<file path="src/hw/rtl/iee_pkg.sv">
// ----------------------------------------------------------------------------
// Infix expression evaluator package
// Shared types, character codes and constants of the expression evaluator.
// ----------------------------------------------------------------------------
`timescale 1ns / 1ps
`default_nettype none

package iee_pkg;

   localparam int WORD_BITS_DEFAULT = 32;
   localparam int QUEUE_DEPTH_DEFAULT = 4;

   localparam logic [7:0] CHAR_PLUS  = 8'h2b;
   localparam logic [7:0] CHAR_MINUS = 8'h2d;
   localparam logic [7:0] CHAR_STAR  = 8'h2a;
   localparam logic [7:0] CHAR_SLASH = 8'h2f;
   localparam logic [7:0] CHAR_ZERO  = 8'h30;
   localparam logic [7:0] CHAR_NINE  = 8'h39;

   localparam logic [1:0] ERR_NONE     = 2'd0;
   localparam logic [1:0] ERR_DIVZERO  = 2'd1;
   localparam logic [1:0] ERR_OVERFLOW = 2'd2;

   localparam int FLAG_DIVZERO  = 0;
   localparam int FLAG_OVERFLOW = 1;

   typedef enum logic [1:0] {
      OP_ADD = 2'd0,
      OP_MUL = 2'd1,
      OP_DIV = 2'd2
   } op_type;

   typedef enum logic [1:0] {
      KIND_NONE  = 2'd0,
      KIND_DIGIT = 2'd1,
      KIND_OP    = 2'd2
   } kind_type;

   typedef struct packed {
      logic [7:0] char_code;
      logic       last_char;
   } req_type;

   typedef struct packed {
      logic signed [31:0] value;
      logic [1:0]         error_code;
   } rsp_type;

   typedef struct packed {
      kind_type   kind;
      logic [3:0] digit;
      op_type     op;
      logic       negate;
      logic       last;
   } token_type;

   typedef struct packed {
      logic start;
      logic is_div;
   } alu_req_type;

   typedef struct packed {
      logic done;
      logic overflow;
   } alu_rsp_type;

endpackage

`default_nettype wire

</file>
<file path="src/hw/rtl/iee_front.sv">
// ----------------------------------------------------------------------------
// Expression evaluator front end
// Accepts characters, classifies them into tokens and drops ignored ones.
// ----------------------------------------------------------------------------
`timescale 1ns / 1ps
`default_nettype none

module iee_front (
   input  wire                  req_push,
   input  iee_pkg::req_type     req_data,
   output logic                 req_full,
   output logic                 fifo_push,
   output iee_pkg::token_type   fifo_data,
   input  wire                  fifo_full
);
   import iee_pkg::*;

   token_type tok;

   always_comb begin
      tok        = '0;
      tok.kind   = KIND_NONE;
      tok.op     = OP_ADD;
      tok.last   = req_data.last_char;
      if (req_data.char_code >= CHAR_ZERO && req_data.char_code <= CHAR_NINE) begin
         tok.kind  = KIND_DIGIT;
         tok.digit = 4'(req_data.char_code - CHAR_ZERO);
      end else begin
         unique case (req_data.char_code)
            CHAR_PLUS: begin
               tok.kind = KIND_OP;
            end
            CHAR_MINUS: begin
               tok.kind   = KIND_OP;
               tok.negate = 1'b1;
            end
            CHAR_STAR: begin
               tok.kind = KIND_OP;
               tok.op   = OP_MUL;
            end
            CHAR_SLASH: begin
               tok.kind = KIND_OP;
               tok.op   = OP_DIV;
            end
            default: begin
               tok.kind = KIND_NONE;
            end
         endcase
      end
   end

   assign req_full  = fifo_full;
   assign fifo_data = tok;
   assign fifo_push = req_push && !fifo_full && (tok.kind != KIND_NONE || tok.last);

endmodule

`default_nettype wire

</file>
<file path="src/hw/rtl/iee_fifo.sv">
// ----------------------------------------------------------------------------
// Expression evaluator token queue
// Short queue that decouples the classifier from the executing back end.
// ----------------------------------------------------------------------------
`timescale 1ns / 1ps
`default_nettype none

module iee_fifo #(
   parameter int DEPTH = iee_pkg::QUEUE_DEPTH_DEFAULT
) (
   input  wire                  clock,
   input  wire                  reset,
   input  wire                  push,
   input  iee_pkg::token_type   push_data,
   output logic                 full,
   input  wire                  pop,
   output iee_pkg::token_type   pop_data,
   output logic                 empty
);
   import iee_pkg::*;

   localparam int PTR_BITS = (DEPTH > 1) ? $clog2(DEPTH) : 1;
   localparam int CNT_BITS = $clog2(DEPTH + 1);

   token_type            store_ff [DEPTH];
   logic [PTR_BITS-1:0]  wr_ptr_ff, wr_ptr_in;
   logic [PTR_BITS-1:0]  rd_ptr_ff, rd_ptr_in;
   logic [CNT_BITS-1:0]  count_ff, count_in;
   logic                 do_push, do_pop;

   assign full     = (count_ff == CNT_BITS'(DEPTH));
   assign empty    = (count_ff == '0);
   assign do_push  = push && !full;
   assign do_pop   = pop && !empty;
   assign pop_data = store_ff[rd_ptr_ff];

   always_comb begin
      wr_ptr_in = wr_ptr_ff;
      rd_ptr_in = rd_ptr_ff;
      count_in  = count_ff;
      if (do_push) begin
         wr_ptr_in = (wr_ptr_ff == PTR_BITS'(DEPTH - 1)) ? '0 : wr_ptr_ff + 1'b1;
      end
      if (do_pop) begin
         rd_ptr_in = (rd_ptr_ff == PTR_BITS'(DEPTH - 1)) ? '0 : rd_ptr_ff + 1'b1;
      end
      if (do_push && !do_pop) begin
         count_in = count_ff + 1'b1;
      end else if (do_pop && !do_push) begin
         count_in = count_ff - 1'b1;
      end
   end

   always_ff @(posedge clock) begin
      if (reset) begin
         wr_ptr_ff <= '0;
         rd_ptr_ff <= '0;
         count_ff  <= '0;
      end else begin
         wr_ptr_ff <= wr_ptr_in;
         rd_ptr_ff <= rd_ptr_in;
         count_ff  <= count_in;
      end
   end

   always_ff @(posedge clock) begin
      if (do_push) begin
         store_ff[wr_ptr_ff] <= push_data;
      end
   end

endmodule

`default_nettype wire

</file>
<file path="src/hw/rtl/iee_alu.sv">
// ----------------------------------------------------------------------------
// Expression evaluator multiply and divide unit
// Iterative signed multiplier and divider, one bit per cycle, with overflow.
// ----------------------------------------------------------------------------
`timescale 1ns / 1ps
`default_nettype none

module iee_alu #(
   parameter int WORD_BITS = iee_pkg::WORD_BITS_DEFAULT
) (
   input  wire                    clock,
   input  wire                    reset,
   input  iee_pkg::alu_req_type   alu_req,
   input  wire  [WORD_BITS-1:0]   opnd_a,
   input  wire  [WORD_BITS-1:0]   opnd_b,
   output iee_pkg::alu_rsp_type   alu_rsp,
   output logic [WORD_BITS-1:0]   result
);
   import iee_pkg::*;

   localparam int W = WORD_BITS;
   localparam int CNT_BITS = $clog2(W + 1);
   localparam logic [W-1:0] WSIGN = W'(1) << (W - 1);
   localparam logic [W-1:0] WMAX  = WSIGN - W'(1);

   typedef enum logic [1:0] {
      A_IDLE,
      A_RUN,
      A_DONE
   } state_type;

   state_type            state_ff, state_in;
   logic [CNT_BITS-1:0]  cnt_ff, cnt_in;
   logic [W-1:0]         opa_ff, opa_in;
   logic [W-1:0]         shf_ff, shf_in;
   logic [W-1:0]         rem_ff, rem_in;
   logic [2*W-1:0]       prod_ff, prod_in;
   logic                 is_div_ff, is_div_in;
   logic                 negr_ff, negr_in;

   logic [W-1:0]         mag_a, mag_b, mag_r;
   logic [W:0]           rem_shift;
   logic                 rem_ge;
   logic [2*W-1:0]       limit;

   assign mag_a     = opnd_a[W-1] ? W'(0) - opnd_a : opnd_a;
   assign mag_b     = opnd_b[W-1] ? W'(0) - opnd_b : opnd_b;
   assign rem_shift = {rem_ff, shf_ff[W-1]};
   assign rem_ge    = (rem_shift >= {1'b0, opa_ff});
   assign limit     = negr_ff ? {W'(0), WSIGN} : {W'(0), WMAX};
   assign mag_r     = is_div_ff ? shf_ff : prod_ff[W-1:0];
   assign result    = negr_ff ? W'(0) - mag_r : mag_r;

   always_comb begin
      alu_rsp.done     = (state_ff == A_DONE);
      alu_rsp.overflow = is_div_ff ? (!negr_ff && shf_ff[W-1]) : (prod_ff > limit);
   end

   always_comb begin
      state_in  = state_ff;
      cnt_in    = cnt_ff;
      opa_in    = opa_ff;
      shf_in    = shf_ff;
      rem_in    = rem_ff;
      prod_in   = prod_ff;
      is_div_in = is_div_ff;
      negr_in   = negr_ff;
      unique case (state_ff)
         A_IDLE: begin
            if (alu_req.start) begin
               state_in  = A_RUN;
               cnt_in    = CNT_BITS'(W);
               is_div_in = alu_req.is_div;
               negr_in   = opnd_a[W-1] ^ opnd_b[W-1];
               opa_in    = alu_req.is_div ? mag_b : mag_a;
               shf_in    = alu_req.is_div ? mag_a : mag_b;
               rem_in    = '0;
               prod_in   = '0;
            end
         end
         A_RUN: begin
            if (is_div_ff) begin
               rem_in = rem_ge ? W'(rem_shift - {1'b0, opa_ff}) : W'(rem_shift);
               shf_in = {shf_ff[W-2:0], rem_ge};
            end else begin
               prod_in = {prod_ff[2*W-2:0], 1'b0} + (shf_ff[W-1] ? {W'(0), opa_ff} : '0);
               shf_in  = {shf_ff[W-2:0], 1'b0};
            end
            cnt_in = cnt_ff - 1'b1;
            if (cnt_ff == CNT_BITS'(1)) begin
               state_in = A_DONE;
            end
         end
         A_DONE: begin
            state_in = A_IDLE;
         end
         default: begin
            state_in = A_IDLE;
         end
      endcase
   end

   always_ff @(posedge clock) begin
      if (reset) begin
         state_ff <= A_IDLE;
         cnt_ff   <= '0;
      end else begin
         state_ff <= state_in;
         cnt_ff   <= cnt_in;
      end
      opa_ff    <= opa_in;
      shf_ff    <= shf_in;
      rem_ff    <= rem_in;
      prod_ff   <= prod_in;
      is_div_ff <= is_div_in;
      negr_ff   <= negr_in;
   end

endmodule

`default_nettype wire

</file>
<file path="src/hw/rtl/iee_back.sv">
// ----------------------------------------------------------------------------
// Expression evaluator back end
// Executes tokens: builds numbers, applies operators and emits results.
// ----------------------------------------------------------------------------
`timescale 1ns / 1ps
`default_nettype none

module iee_back #(
   parameter int WORD_BITS = iee_pkg::WORD_BITS_DEFAULT
) (
   input  wire                    clock,
   input  wire                    reset,
   input  wire                    fifo_empty,
   input  iee_pkg::token_type     fifo_data,
   output logic                   fifo_pop,
   output iee_pkg::alu_req_type   alu_req,
   output logic [WORD_BITS-1:0]   opnd_a,
   output logic [WORD_BITS-1:0]   opnd_b,
   input  iee_pkg::alu_rsp_type   alu_rsp,
   input  wire  [WORD_BITS-1:0]   result,
   output logic                   rsp_empty,
   input  wire                    rsp_pop,
   output iee_pkg::rsp_type       rsp_data
);
   import iee_pkg::*;

   localparam int W = WORD_BITS;
   localparam logic [W-1:0] WSIGN = W'(1) << (W - 1);
   localparam logic [W-1:0] WMAX  = WSIGN - W'(1);

   typedef enum logic [1:0] {
      S_TAKE,
      S_APPLY,
      S_WAIT,
      S_FINISH
   } state_type;

   state_type     state_ff, state_in;
   logic [W-1:0]  sum_ff, sum_in;
   logic [W-1:0]  term_ff, term_in;
   logic [W-1:0]  acc_ff, acc_in;
   op_type        op_ff, op_in;
   logic          have_ff, have_in;
   logic          neg_ff, neg_in;
   logic [1:0]    err_ff, err_in;
   token_type     tok_ff, tok_in;
   logic          out_valid_ff, out_valid_in;
   rsp_type       out_ff, out_in;

   token_type     tok_sel;
   logic          tok_done;
   logic          have_now;
   logic [W+3:0]  acc_wide, acc_times10;
   logic [W-1:0]  number;
   logic [W-1:0]  sum_add;
   logic          add_ovf;
   logic [1:0]    err_fin;
   logic [1:0]    code_fin;

   assign tok_sel     = (state_ff == S_TAKE) ? fifo_data : tok_ff;
   assign acc_wide    = {4'b0, acc_ff};
   assign acc_times10 = (acc_wide << 3) + (acc_wide << 1) + (W+4)'(fifo_data.digit);
   assign number      = neg_ff ? W'(0) - acc_ff : acc_ff;
   assign sum_add     = sum_ff + term_ff;
   assign add_ovf     = (sum_ff[W-1] == term_ff[W-1]) && (sum_add[W-1] != sum_ff[W-1]);
   assign err_fin     = err_ff | (add_ovf ? 2'b10 : 2'b00);
   assign code_fin    = err_fin[FLAG_DIVZERO]  ? ERR_DIVZERO  :
                        err_fin[FLAG_OVERFLOW] ? ERR_OVERFLOW : ERR_NONE;
   assign opnd_a      = term_ff;
   assign opnd_b      = number;
   assign rsp_empty   = !out_valid_ff;
   assign rsp_data    = out_ff;

   always_comb begin
      state_in       = state_ff;
      sum_in         = sum_ff;
      term_in        = term_ff;
      acc_in         = acc_ff;
      op_in          = op_ff;
      have_in        = have_ff;
      neg_in         = neg_ff;
      err_in         = err_ff;
      tok_in         = tok_ff;
      out_valid_in   = out_valid_ff && !rsp_pop;
      out_in         = out_ff;
      fifo_pop       = 1'b0;
      alu_req.start  = 1'b0;
      alu_req.is_div = 1'b0;
      tok_done       = 1'b0;
      have_now       = have_ff;

      unique case (state_ff)
         S_TAKE: begin
            if (!fifo_empty) begin
               fifo_pop = 1'b1;
               tok_in   = fifo_data;
               if (fifo_data.kind == KIND_DIGIT) begin
                  if (acc_times10 > (W+4)'(WMAX)) begin
                     err_in[FLAG_OVERFLOW] = 1'b1;
                  end
                  acc_in   = acc_times10[W-1:0];
                  have_in  = 1'b1;
                  have_now = 1'b1;
               end
               if ((fifo_data.kind == KIND_OP || fifo_data.last) && have_now) begin
                  state_in = S_APPLY;
               end else begin
                  tok_done = 1'b1;
               end
            end
         end
         S_APPLY: begin
            if (neg_ff && acc_ff == WSIGN) begin
               err_in[FLAG_OVERFLOW] = 1'b1;
            end
            case (op_ff)
               OP_MUL: begin
                  alu_req.start = 1'b1;
                  state_in      = S_WAIT;
               end
               OP_DIV: begin
                  if (number == '0) begin
                     err_in[FLAG_DIVZERO] = 1'b1;
                     acc_in   = '0;
                     have_in  = 1'b0;
                     tok_done = 1'b1;
                  end else begin
                     alu_req.start  = 1'b1;
                     alu_req.is_div = 1'b1;
                     state_in       = S_WAIT;
                  end
               end
               default: begin
                  sum_in  = sum_add;
                  term_in = number;
                  if (add_ovf) begin
                     err_in[FLAG_OVERFLOW] = 1'b1;
                  end
                  acc_in   = '0;
                  have_in  = 1'b0;
                  tok_done = 1'b1;
               end
            endcase
         end
         S_WAIT: begin
            if (alu_rsp.done) begin
               term_in = result;
               if (alu_rsp.overflow) begin
                  err_in[FLAG_OVERFLOW] = 1'b1;
               end
               acc_in   = '0;
               have_in  = 1'b0;
               tok_done = 1'b1;
            end
         end
         S_FINISH: begin
            if (!out_valid_ff || rsp_pop) begin
               out_valid_in        = 1'b1;
               out_in.error_code   = code_fin;
               out_in.value        = (code_fin == ERR_NONE) ? 32'($signed(sum_add)) : '0;
               sum_in              = '0;
               term_in             = '0;
               acc_in              = '0;
               op_in               = OP_ADD;
               have_in             = 1'b0;
               neg_in              = 1'b0;
               err_in              = '0;
               state_in            = S_TAKE;
            end
         end
         default: begin
            state_in = S_TAKE;
         end
      endcase

      if (tok_done) begin
         if (tok_sel.kind == KIND_OP) begin
            neg_in = tok_sel.negate;
            op_in  = tok_sel.op;
         end
         state_in = tok_sel.last ? S_FINISH : S_TAKE;
      end
   end

   always_ff @(posedge clock) begin
      if (reset) begin
         state_ff     <= S_TAKE;
         sum_ff       <= '0;
         term_ff      <= '0;
         acc_ff       <= '0;
         op_ff        <= OP_ADD;
         have_ff      <= 1'b0;
         neg_ff       <= 1'b0;
         err_ff       <= '0;
         out_valid_ff <= 1'b0;
      end else begin
         state_ff     <= state_in;
         sum_ff       <= sum_in;
         term_ff      <= term_in;
         acc_ff       <= acc_in;
         op_ff        <= op_in;
         have_ff      <= have_in;
         neg_ff       <= neg_in;
         err_ff       <= err_in;
         out_valid_ff <= out_valid_in;
      end
      tok_ff <= tok_in;
      out_ff <= out_in;
   end

endmodule

`default_nettype wire

</file>
<file path="src/hw/rtl/infix_expression_evaluator.sv">
// ----------------------------------------------------------------------------
// Infix expression evaluator
// Evaluates an integer expression with operator precedence, one character
// per request, and returns its value with an error code.
// ----------------------------------------------------------------------------
// Requests enter through a queue port (req_push, req_full) carrying one
// character and a flag marking the last character of an expression. Each
// last character yields exactly one result on rsp_data, read through a queue
// port (rsp_empty, rsp_pop).
// A front end classifies characters in the cycle they are taken and drops
// ignored ones; a token queue feeds the back end. The back end takes a digit
// in its take state and an operator in its take and apply states; an
// operator that applies a multiply or divide occupies the bit-serial unit
// until it is done. The final character passes through a finish state
// that forms the result, which is then held in an output register.
// While a result waits, the back end keeps working until it needs to post
// the next result; requests are refused only when the token queue fills.
// Reset empties the queue, drops any held result and clears the partial sum,
// term, operator and error state.
// ----------------------------------------------------------------------------
`timescale 1ns / 1ps
`default_nettype none

module infix_expression_evaluator #(
   parameter int WORD_BITS   = iee_pkg::WORD_BITS_DEFAULT,
   parameter int QUEUE_DEPTH = iee_pkg::QUEUE_DEPTH_DEFAULT
) (
   input  wire                clock,
   input  wire                reset,
   input  wire                req_push,
   input  iee_pkg::req_type   req_data,
   output logic               req_full,
   output logic               rsp_empty,
   input  wire                rsp_pop,
   output iee_pkg::rsp_type   rsp_data
);
   import iee_pkg::*;

   logic                  fifo_push;
   token_type             fifo_wdata;
   logic                  fifo_full;
   logic                  fifo_pop;
   token_type             fifo_rdata;
   logic                  fifo_empty;
   alu_req_type           alu_req;
   alu_rsp_type           alu_rsp;
   logic [WORD_BITS-1:0]  opnd_a;
   logic [WORD_BITS-1:0]  opnd_b;
   logic [WORD_BITS-1:0]  alu_result;

   iee_front u_front (
      .req_push  (req_push),
      .req_data  (req_data),
      .req_full  (req_full),
      .fifo_push (fifo_push),
      .fifo_data (fifo_wdata),
      .fifo_full (fifo_full)
   );

   iee_fifo #(
      .DEPTH (QUEUE_DEPTH)
   ) u_fifo (
      .clock     (clock),
      .reset     (reset),
      .push      (fifo_push),
      .push_data (fifo_wdata),
      .full      (fifo_full),
      .pop       (fifo_pop),
      .pop_data  (fifo_rdata),
      .empty     (fifo_empty)
   );

   iee_alu #(
      .WORD_BITS (WORD_BITS)
   ) u_alu (
      .clock   (clock),
      .reset   (reset),
      .alu_req (alu_req),
      .opnd_a  (opnd_a),
      .opnd_b  (opnd_b),
      .alu_rsp (alu_rsp),
      .result  (alu_result)
   );

   iee_back #(
      .WORD_BITS (WORD_BITS)
   ) u_back (
      .clock      (clock),
      .reset      (reset),
      .fifo_empty (fifo_empty),
      .fifo_data  (fifo_rdata),
      .fifo_pop   (fifo_pop),
      .alu_req    (alu_req),
      .opnd_a     (opnd_a),
      .opnd_b     (opnd_b),
      .alu_rsp    (alu_rsp),
      .result     (alu_result),
      .rsp_empty  (rsp_empty),
      .rsp_pop    (rsp_pop),
      .rsp_data   (rsp_data)
   );

endmodule

`default_nettype wire

</file>
<file path="config.mk">
export PLATFORM = sky130hd
export DESIGN_NAME = infix_expression_evaluator
export DESIGN_NICKNAME = d
export VERILOG_FILES = /design/src/hw/rtl/iee_pkg.sv /design/src/hw/rtl/iee_front.sv /design/src/hw/rtl/iee_fifo.sv /design/src/hw/rtl/iee_alu.sv /design/src/hw/rtl/iee_back.sv /design/src/hw/rtl/infix_expression_evaluator.sv
export SDC_FILE = /design/constraint.sdc
export NUM_CORES = 1
export LEC_CHECK = 0
export BUFFER_PORTS_ARGS = -buffer_cell sky130_fd_sc_hd__buf_4
export CAP_MARGIN = 20
export CORE_MARGIN = 2
export CORE_UTILIZATION = 30
export CTS_CLUSTER_DIAMETER = 150
export DETAILED_ROUTE_END_ITERATION = 6
export PLACE_DENSITY = 0.45
export SLEW_MARGIN = 20
export SYNTH_ARGS = -nofsm -noshare
export SYNTH_HDL_FRONTEND = slang
export SYNTH_SLANG_ARGS = --single-unit
</file>
<file path="constraint.sdc">
create_clock -name clock -period 9.3 [get_ports clock]
set_clock_uncertainty 0.2 [all_clocks]
set_input_delay 1.86 -clock clock [delete_from_list [all_inputs] [get_ports clock]]
set_output_delay 1.86 -clock clock [all_outputs]
set_load 0.02 [all_outputs]
</file>
After elaboration in Yosys (flattened, before gate mapping)
Memory sizes are Yosys's and may differ from the RTL's. A register that Yosys moved wholly into a read port is not among the register bits.
Index checks and enable logic that the tools add are counted.
{ "word_totals": {"reg_bits": 326, "ram_bits": 40, "inputBits": 13, "output_inout_bits": 36, "word_cells": 247, "mem_count": 1} }
{ "classes": {"addsub": 15, "n_lt_le_gt_ge": 5, "n_eq_ne": 41, "mux": 105, "bitwise": 3, "reduce_logical": 49} }
{ "memory_table": {"columns": ["name", "depth", "word_bits", "rd", "rd_clocked_by_memory_dff", "write_ports", "line", "text"], "rows": [
  ["u_fifo.store_ff", 4, 10, 1, 1, 1, "iee_fifo.sv:25", "token_type store_ff [DEPTH];"]
]} }
{ "op_table": {"columns": ["cell", "n"], "rows": [
  ["32-bit two-way mux", 21],
  ["32-bit one-hot mux with 2 select lines", 4],
  ["64-bit two-way mux", 2],
  ["32-bit one-hot mux with 4 select lines", 1],
  ["64-bit one-hot mux with 2 select lines", 1],
  ["1-bit by 32-bit subtractor with 32-bit output (first input constant)", 4],
  ["32-bit one-hot mux with 3 select lines", 1],
  ["64-bit adder", 1],
  ["64-bit > comparator", 1],
  ["2-bit two-way mux", 23],
  ["35-bit by 33-bit adder with 36-bit output", 1],
  ["36-bit by 4-bit adder with 36-bit output", 1],
  ["36-bit by 31-bit > comparator with 1-bit output (second input constant)", 1],
  ["1-bit two-way mux", 34],
  ["33-bit by 32-bit greater-or-equal comparator with 1-bit output", 1],
  ["32-bit adder", 1],
  ["32-bit == test (second input constant)", 1],
  ["8-bit by 6-bit == test with 1-bit output (second input constant)", 4],
  ["32-bit zero test", 1],
  ["32-bit subtractor", 1],
  ["2-bit != test (second input constant)", 10],
  ["6-bit AND reduction", 3],
  ["2-bit == test (second input constant)", 8],
  ["1-bit logical AND", 12],
  ["43 further kinds", 80]
]} }

Depth between registers and ports, before layout
{ "logic_depth": {"depth_word": 12, "depth_mapped": 16, "ltp_nobuf": 15} }

Hierarchy
A second synthesis with hierarchy kept.
{ "hier_totals": {"hier_cells": 3022, "area_unflattened_um2": 27030.9} }
{ "modules_own_cells": {"columns": ["module", "instances", "cells_per_inst", "area_per_inst_um2", "seq_area_each_um2"], "rows": [
  ["iee_alu", 1, 1672, 14531.4, 5024.8],
  ["iee_back", 1, 1227, 10422.5, 3303.2],
  ["iee_fifo", 1, 102, 1930.6, 1381.3],
  ["iee_front", 1, 21, 146.4, 0.0]
]} }

Worst setup path after synthesis
No wires, ideal clock.
{ "synth_path": {"path_type": "flip-flop to flip-flop", "startpoint": "register u_back.acc_ff[0]", "endpoint": "register u_alu.rem_ff[0], enable pin", "setup_ns": 0.388, "arrival_time_ns": 7.207, "required_time_ns": 8.712, "setup_slack_ns": 1.505, "stages_incl_launch_ff": 14, "n_path_buf": 1, "synth_period_minus_slack_ns": 7.795, "cell_sequence": "dfxtp_1 -> clkbuf_1 -> inv_1 -> ha_1 -> nor4b_2 -> nand2_1 -> or3_1 -> nor3b_1 -> or3_1 -> nand4_1 -> o21ai_0 -> and2_1 -> nor4_1 -> a21o_1"} }
{ "synth_via": {"elab_chain_cells": 8} }
{ "synth_lines": {"columns": ["element", "line", "text"], "rows": [
  ["start, declared", "iee_back.sv:41", "logic [W-1:0] acc_ff, acc_in;"],
  ["start signal, assigned", "iee_back.sv:200", "acc_ff <= acc_in;"],
  ["1-bit by 32-bit subtractor with 32-bit output", "iee_back.sv:63", "assign number = neg_ff ? W'(0) - acc_ff : acc_ff;"],
  ["32-bit two-way mux (*)", "iee_back.sv:63", null],
  ["32-bit zero test (*)", "iee_back.sv:122", "if (number == '0) begin"],
  ["2-bit two-way mux (*)", "iee_back.sv:122", null],
  ["1-bit one-hot mux with 2 select lines (*)", "iee_back.sv:116", "case (op_ff)"],
  ["2-bit two-way mux (*)", "iee_back.sv:92", "unique case (state_ff)"],
  ["2-bit != test (no line) (*)", null, null],
  ["3-bit AND reduction (no line) (*)", null, null],
  ["end signal, assigned", "iee_alu.sv:113", "rem_ff <= rem_in;"],
  ["end, declared", "iee_alu.sv:36", "logic [W-1:0] rem_ff, rem_in;"]
]} }
Mark *: on every way between the ends. The rest lies on a longest branch, timed or not.
A chain may end at the register's enable or synchronous reset.

Worst setup path in the final report
{ "layout_path": {"startpoint": "register u_back.acc_ff[0]", "endpoint": "register u_alu.shf_ff[29] (data pin)"} }
{ "layout_via": {"elab_chain_cells": 9} }
{ "layout_lines": {"columns": ["element", "line", "text"], "rows": [
  ["1-bit by 32-bit subtractor with 32-bit output", "iee_back.sv:63", null],
  ["32-bit two-way mux (*)", "iee_back.sv:63", null],
  ["branches (longest 4 deep; another with 1-bit by 32-bit subtractor with 32-bit output)", null, null],
  ["32-bit two-way mux (*)", "iee_alu.sv:76", "shf_in = alu_req.is_div ? mag_a : mag_b;"],
  ["32-bit two-way mux (*)", "iee_alu.sv:70", "if (alu_req.start) begin"],
  ["32-bit one-hot mux with 2 select lines (*)", "iee_alu.sv:68", "unique case (state_ff)"],
  ["net u_alu.shf_in[29]", "iee_alu.sv:35", "logic [W-1:0] shf_ff, shf_in;"],
  ["end signal, assigned", "iee_alu.sv:112", "shf_ff <= shf_in;"],
  ["end, declared", "iee_alu.sv:35", null]
]} }
Mark *: on every way through the listed nets, which the timed path passes. The select of a mux whose other input is x is not followed.

==> flow_summary_export.csv <==
group,metric,value,unit
logic_synthesis,synth_seq_area_share,0.365,
sta,max_slew_margin,0.340,
pwr,clock_power_share,0.277,
clock_tree,clk_latency,0.60,ns
setup_path,crit_family,"simple AND/OR/NAND/NOR gates",
placed_design,dpl.cell_count,4092,
worst_hold_path,worstHoldPathCells,2,
floorplanning,core-area,88200,sq um
drt,via_count,22700,
layout,area_growth,12.0,%
logic_synthesis,synth.area.top_cells,"edfxtp_1 27%, ha_1 9.5%, dfxtp_1 9.2%",
worst_hold_path,hp-class,"reg2reg",
global_route,antenna_found_initial,1,
drt,drc,0,
sta,layout_min_cycle_time,6.17,ns
logic_synthesis,synth_flop_cell,"edfxtp_1",
floorplanning,fp.dieW,302,um
clock_tree,cts_tree,"done",
pwr,ir_worst_vdd,0.164,mV
logic_synthesis,ys_top_cells_by_count,"356 x nor2_1, 258 x a21oi_1, 242 x edfxtp_1",
setup_path,critical_path_arrival,6.42,ns
logic_synthesis,syn_nets,3217,
pwr,pwr-share-seq,0.316,
sta,worst_slew_pin_slew,0.988,ns
placed_design,io_buffers,48,
pwr,switching_power,0.00290,W
global_route,grt_max_degree,96,
floorplanning,die_area,91200,sq um
sta,max_freq,0.162,GHz
global_route,grt_pass1_vias,21700,
status,outcome,"finished clean",
layout,final_net_count,3199,
global_route,grt_pass1_wl,130,mm
floorplanning,io_pins,49,
clock_tree,htreeDepth,2,
pwr,power_frac_comb,0.407,
sta,rsz0062_at_grt,"false",
drt,drtIter0Drc,1646,
run,drv_cap,0,
clock_tree,cts_resized,0,
setup_path,reg2reg_depth,13,
logic_synthesis,ys_types,85,
setup_path,rr_endpoint,"u_alu.shf_ff[29]",
layout,drive_gt1_frac,0.0702,
logic_synthesis,async_reset_ff_frac,0,
logic_synthesis,yosys_warnings,0,
setup_path,path_cells,"inv_1 -> ha_1 -> nor4b_2 -> nand4_2 -> o31ai_1 -> xor2_1 -> o211ai_1 -> or4_4 -> o21ai_4 -> buf_4 -> inv_1 -> nor2_1 -> a221o_1",
logic_synthesis,synth_top_area_frac,0.273,
floorplanning,start_util,0.302,
clock_tree,clkTransAtPathRegs,0.06,ns
sta,final_max_slew_viol_count,0,
floorplanning,die_h,302,um
logic_synthesis,ys_ff_latch,364,
placed_design,gp_congestion,0.902,
setup_path,reg2reg_from,"u_back.acc_ff[0]",
layout,instances_no_fill,4183,
sta,timing.final.crit_share,0.664,
pwr,powerDensity,236,nW/um^2
clock_tree,cts_setup_buffers,0,
logic_synthesis,synth_top_cell_by_area,"edfxtp_1",
pwr,p_int,0.00413,W
clock_tree,cts_buffers,49,
setup_path,slowest_delay,0.72,ns
clock_tree,clk_path_buf_depth,3,
setup_path,critPathRequiredTime,9.54,ns
drt,ant_nets,0,
placed_design,dp_hpwl,62.2,mm
logic_synthesis,synth_area_per_cell,8.89,sq um
drt,vias_per_cell,5.42,
sta,hold_violations,0,
layout,final_util,0.338,
layout,antenna_cells,0,
setup_path,criticalPathCategory,"reg2reg",
pwr,swShare,0.413,
setup_path,cp_max_fo,95,
logic_synthesis,synth_edf_count,242,
logic_synthesis,syn_area,26600,sq um
drt,wirelength,84.2,mm
drt,wl_per_cell,20.1,um
sta,fin_tns_setup,0,ns
setup_path,start_kind,"register",
clock_tree,postCtsHoldBufs,0,
logic_synthesis,yosys.cell_count.top_type,"nor2_1",
setup_path,reg2reg_slack,3.13,ns
sta,setup_viol,0,
global_route,grt_util_all_layers,0.181,
setup_path,crit_buf_inv,3,
clock_tree,cts.sinks,364,
floorplanning,row_count,109,
sta,whs,0.261,ns
setup_path,cpMostUsedCell,"inv_1",
logic_synthesis,synthCells,2996,
drt,dr.pass1.iters,5,
setup_path,cp-end-kind,"register",
setup_path,crit_path_top_delay_cell,"inv_1",
pwr,p_leak,11.3,nW
worst_hold_path,holdCritStartpoint,"u_alu.cnt_ff[5]",
clock_tree,cts_root_buf,"clkbuf_16",
global_route,overflow,0,
worst_hold_path,hold_path_end,"u_alu.cnt_ff[5]",
tightest hold or removal path: stages (launching register included):
cell	delay (ns)
dfxtp_1	0.31
nand2_1	0.05
a21oi_1	0.05
kinds of logic after synthesis:
logic type / synth area share
and+or+nand+nor: 0.185
buffers and inverters: 0.0361
DFF: 0.365
AOI/OAI and AO/OA: 0.198
muxes: 0.0326
xor gates and xnor gates: 0.0842
adders and majority gates: 0.0994
final cells by class:
type	count	area (sq um)
Fill cell	9060	58400
Multi-Input combinational cell	2381	16000
Sequential cell	364	9710
Tap cell	1165	1460
Clock buffer	60	1290
Timing Repair Buffer	80	621
Inverter	102	383
Clock inverter	31	347
per-stage QoR:
| step | total power, W | worst slack (ns) | instance area (sq um) |
|---|---|---|---|
| after CTS | 0.00706 | 3.22 | 29800 |
| final | 0.00703 | 3.13 | 29800 |
| after global routing | 0.00743 | 2.65 | 29800 |
| after detailed placement | 0.00506 | 3.26 | 28200 |
| after floorplan | 0.00411 | 1.50 | 26600 |
| after global placement | 0.00504 | 3.41 | 28200 |
power by group through the flow:
stage / Sequential, W / Combinational (W) / Clock [W]
2_1_floorplan: 0.00215 / 0.00196 / 0
3_3_place_gp: 0.00224 / 0.00279 / 0
3_5_place_dp: 0.00225 / 0.00281 / 0
4_1_cts: 0.00222 / 0.00283 / 0.00201
5_1_grt: 0.00224 / 0.00312 / 0.00206
6_report: 0.00222 / 0.00286 / 0.00195
routing by layer:
metal	share of wire	up-vias	track usage	routed length, um
met5	0.00013	-	0	11
met2	0.45	553	0.290	37900
li1	-	11100	-	-
met1	0.48	10900	0.257	40400
met4	0.024	2	0.0470	2060
met3	0.046	97	0.0212	3850
how the worst max path moves through the flow:
| stage | startpoint | endpoint | slack (ns) | cells past startpoint |
|---|---|---|---|---|
| 6_report | u_back.acc_ff[0] | u_alu.shf_ff[29] | 3.13 | 13 |
| 5_1_grt | u_back.acc_ff[0] | u_alu.shf_ff[31] | 2.65 | 14 |
| 4_1_cts | u_back.acc_ff[0] | u_alu.shf_ff[29] | 3.22 | 13 |
| 3_5_place_dp | u_back.acc_ff[0] | u_alu.shf_ff[30] | 3.26 | 14 |
| 3_3_place_gp | u_back.acc_ff[0] | u_alu.shf_ff[30] | 3.41 | 14 |
| 2_1_floorplan | u_back.acc_ff[0] | u_alu.rem_ff[0] | 1.50 | 13 |
cells in the final DEF, fill, tap and decap left out, types with 49 or more instances in the layout:
cell,instances
nor2_1,351
a21oi_1,257
edfxtp_1,242
nand2_1,215
ha_1,202
o21ai_0,188
xor2_1,135
dfxtp_1,122
xnor2_1,121
inv_1,101
buf_4,79
a21o_1,75
nand3_1,73
nor3_1,69
mux2i_1,61
clkbuf_16,49
registers in the layout, summed over array words and instances (netlist names), 3 cells and up, named ones only:
signal,cells
u_alu.cnt_ff,6
u_alu.shf_ff,32
u_alu.prod_ff,64
u_fifo.count_ff,3
u_fifo.store_ff,40
u_back.acc_ff,32
u_alu.rem_ff,32
u_back.opnd_a,32
u_back.sum_ff,32
u_back.rsp_data,34
u_alu.opa_ff,32
u_back.tok_ff,6
(Power assumes the default switching activity.)
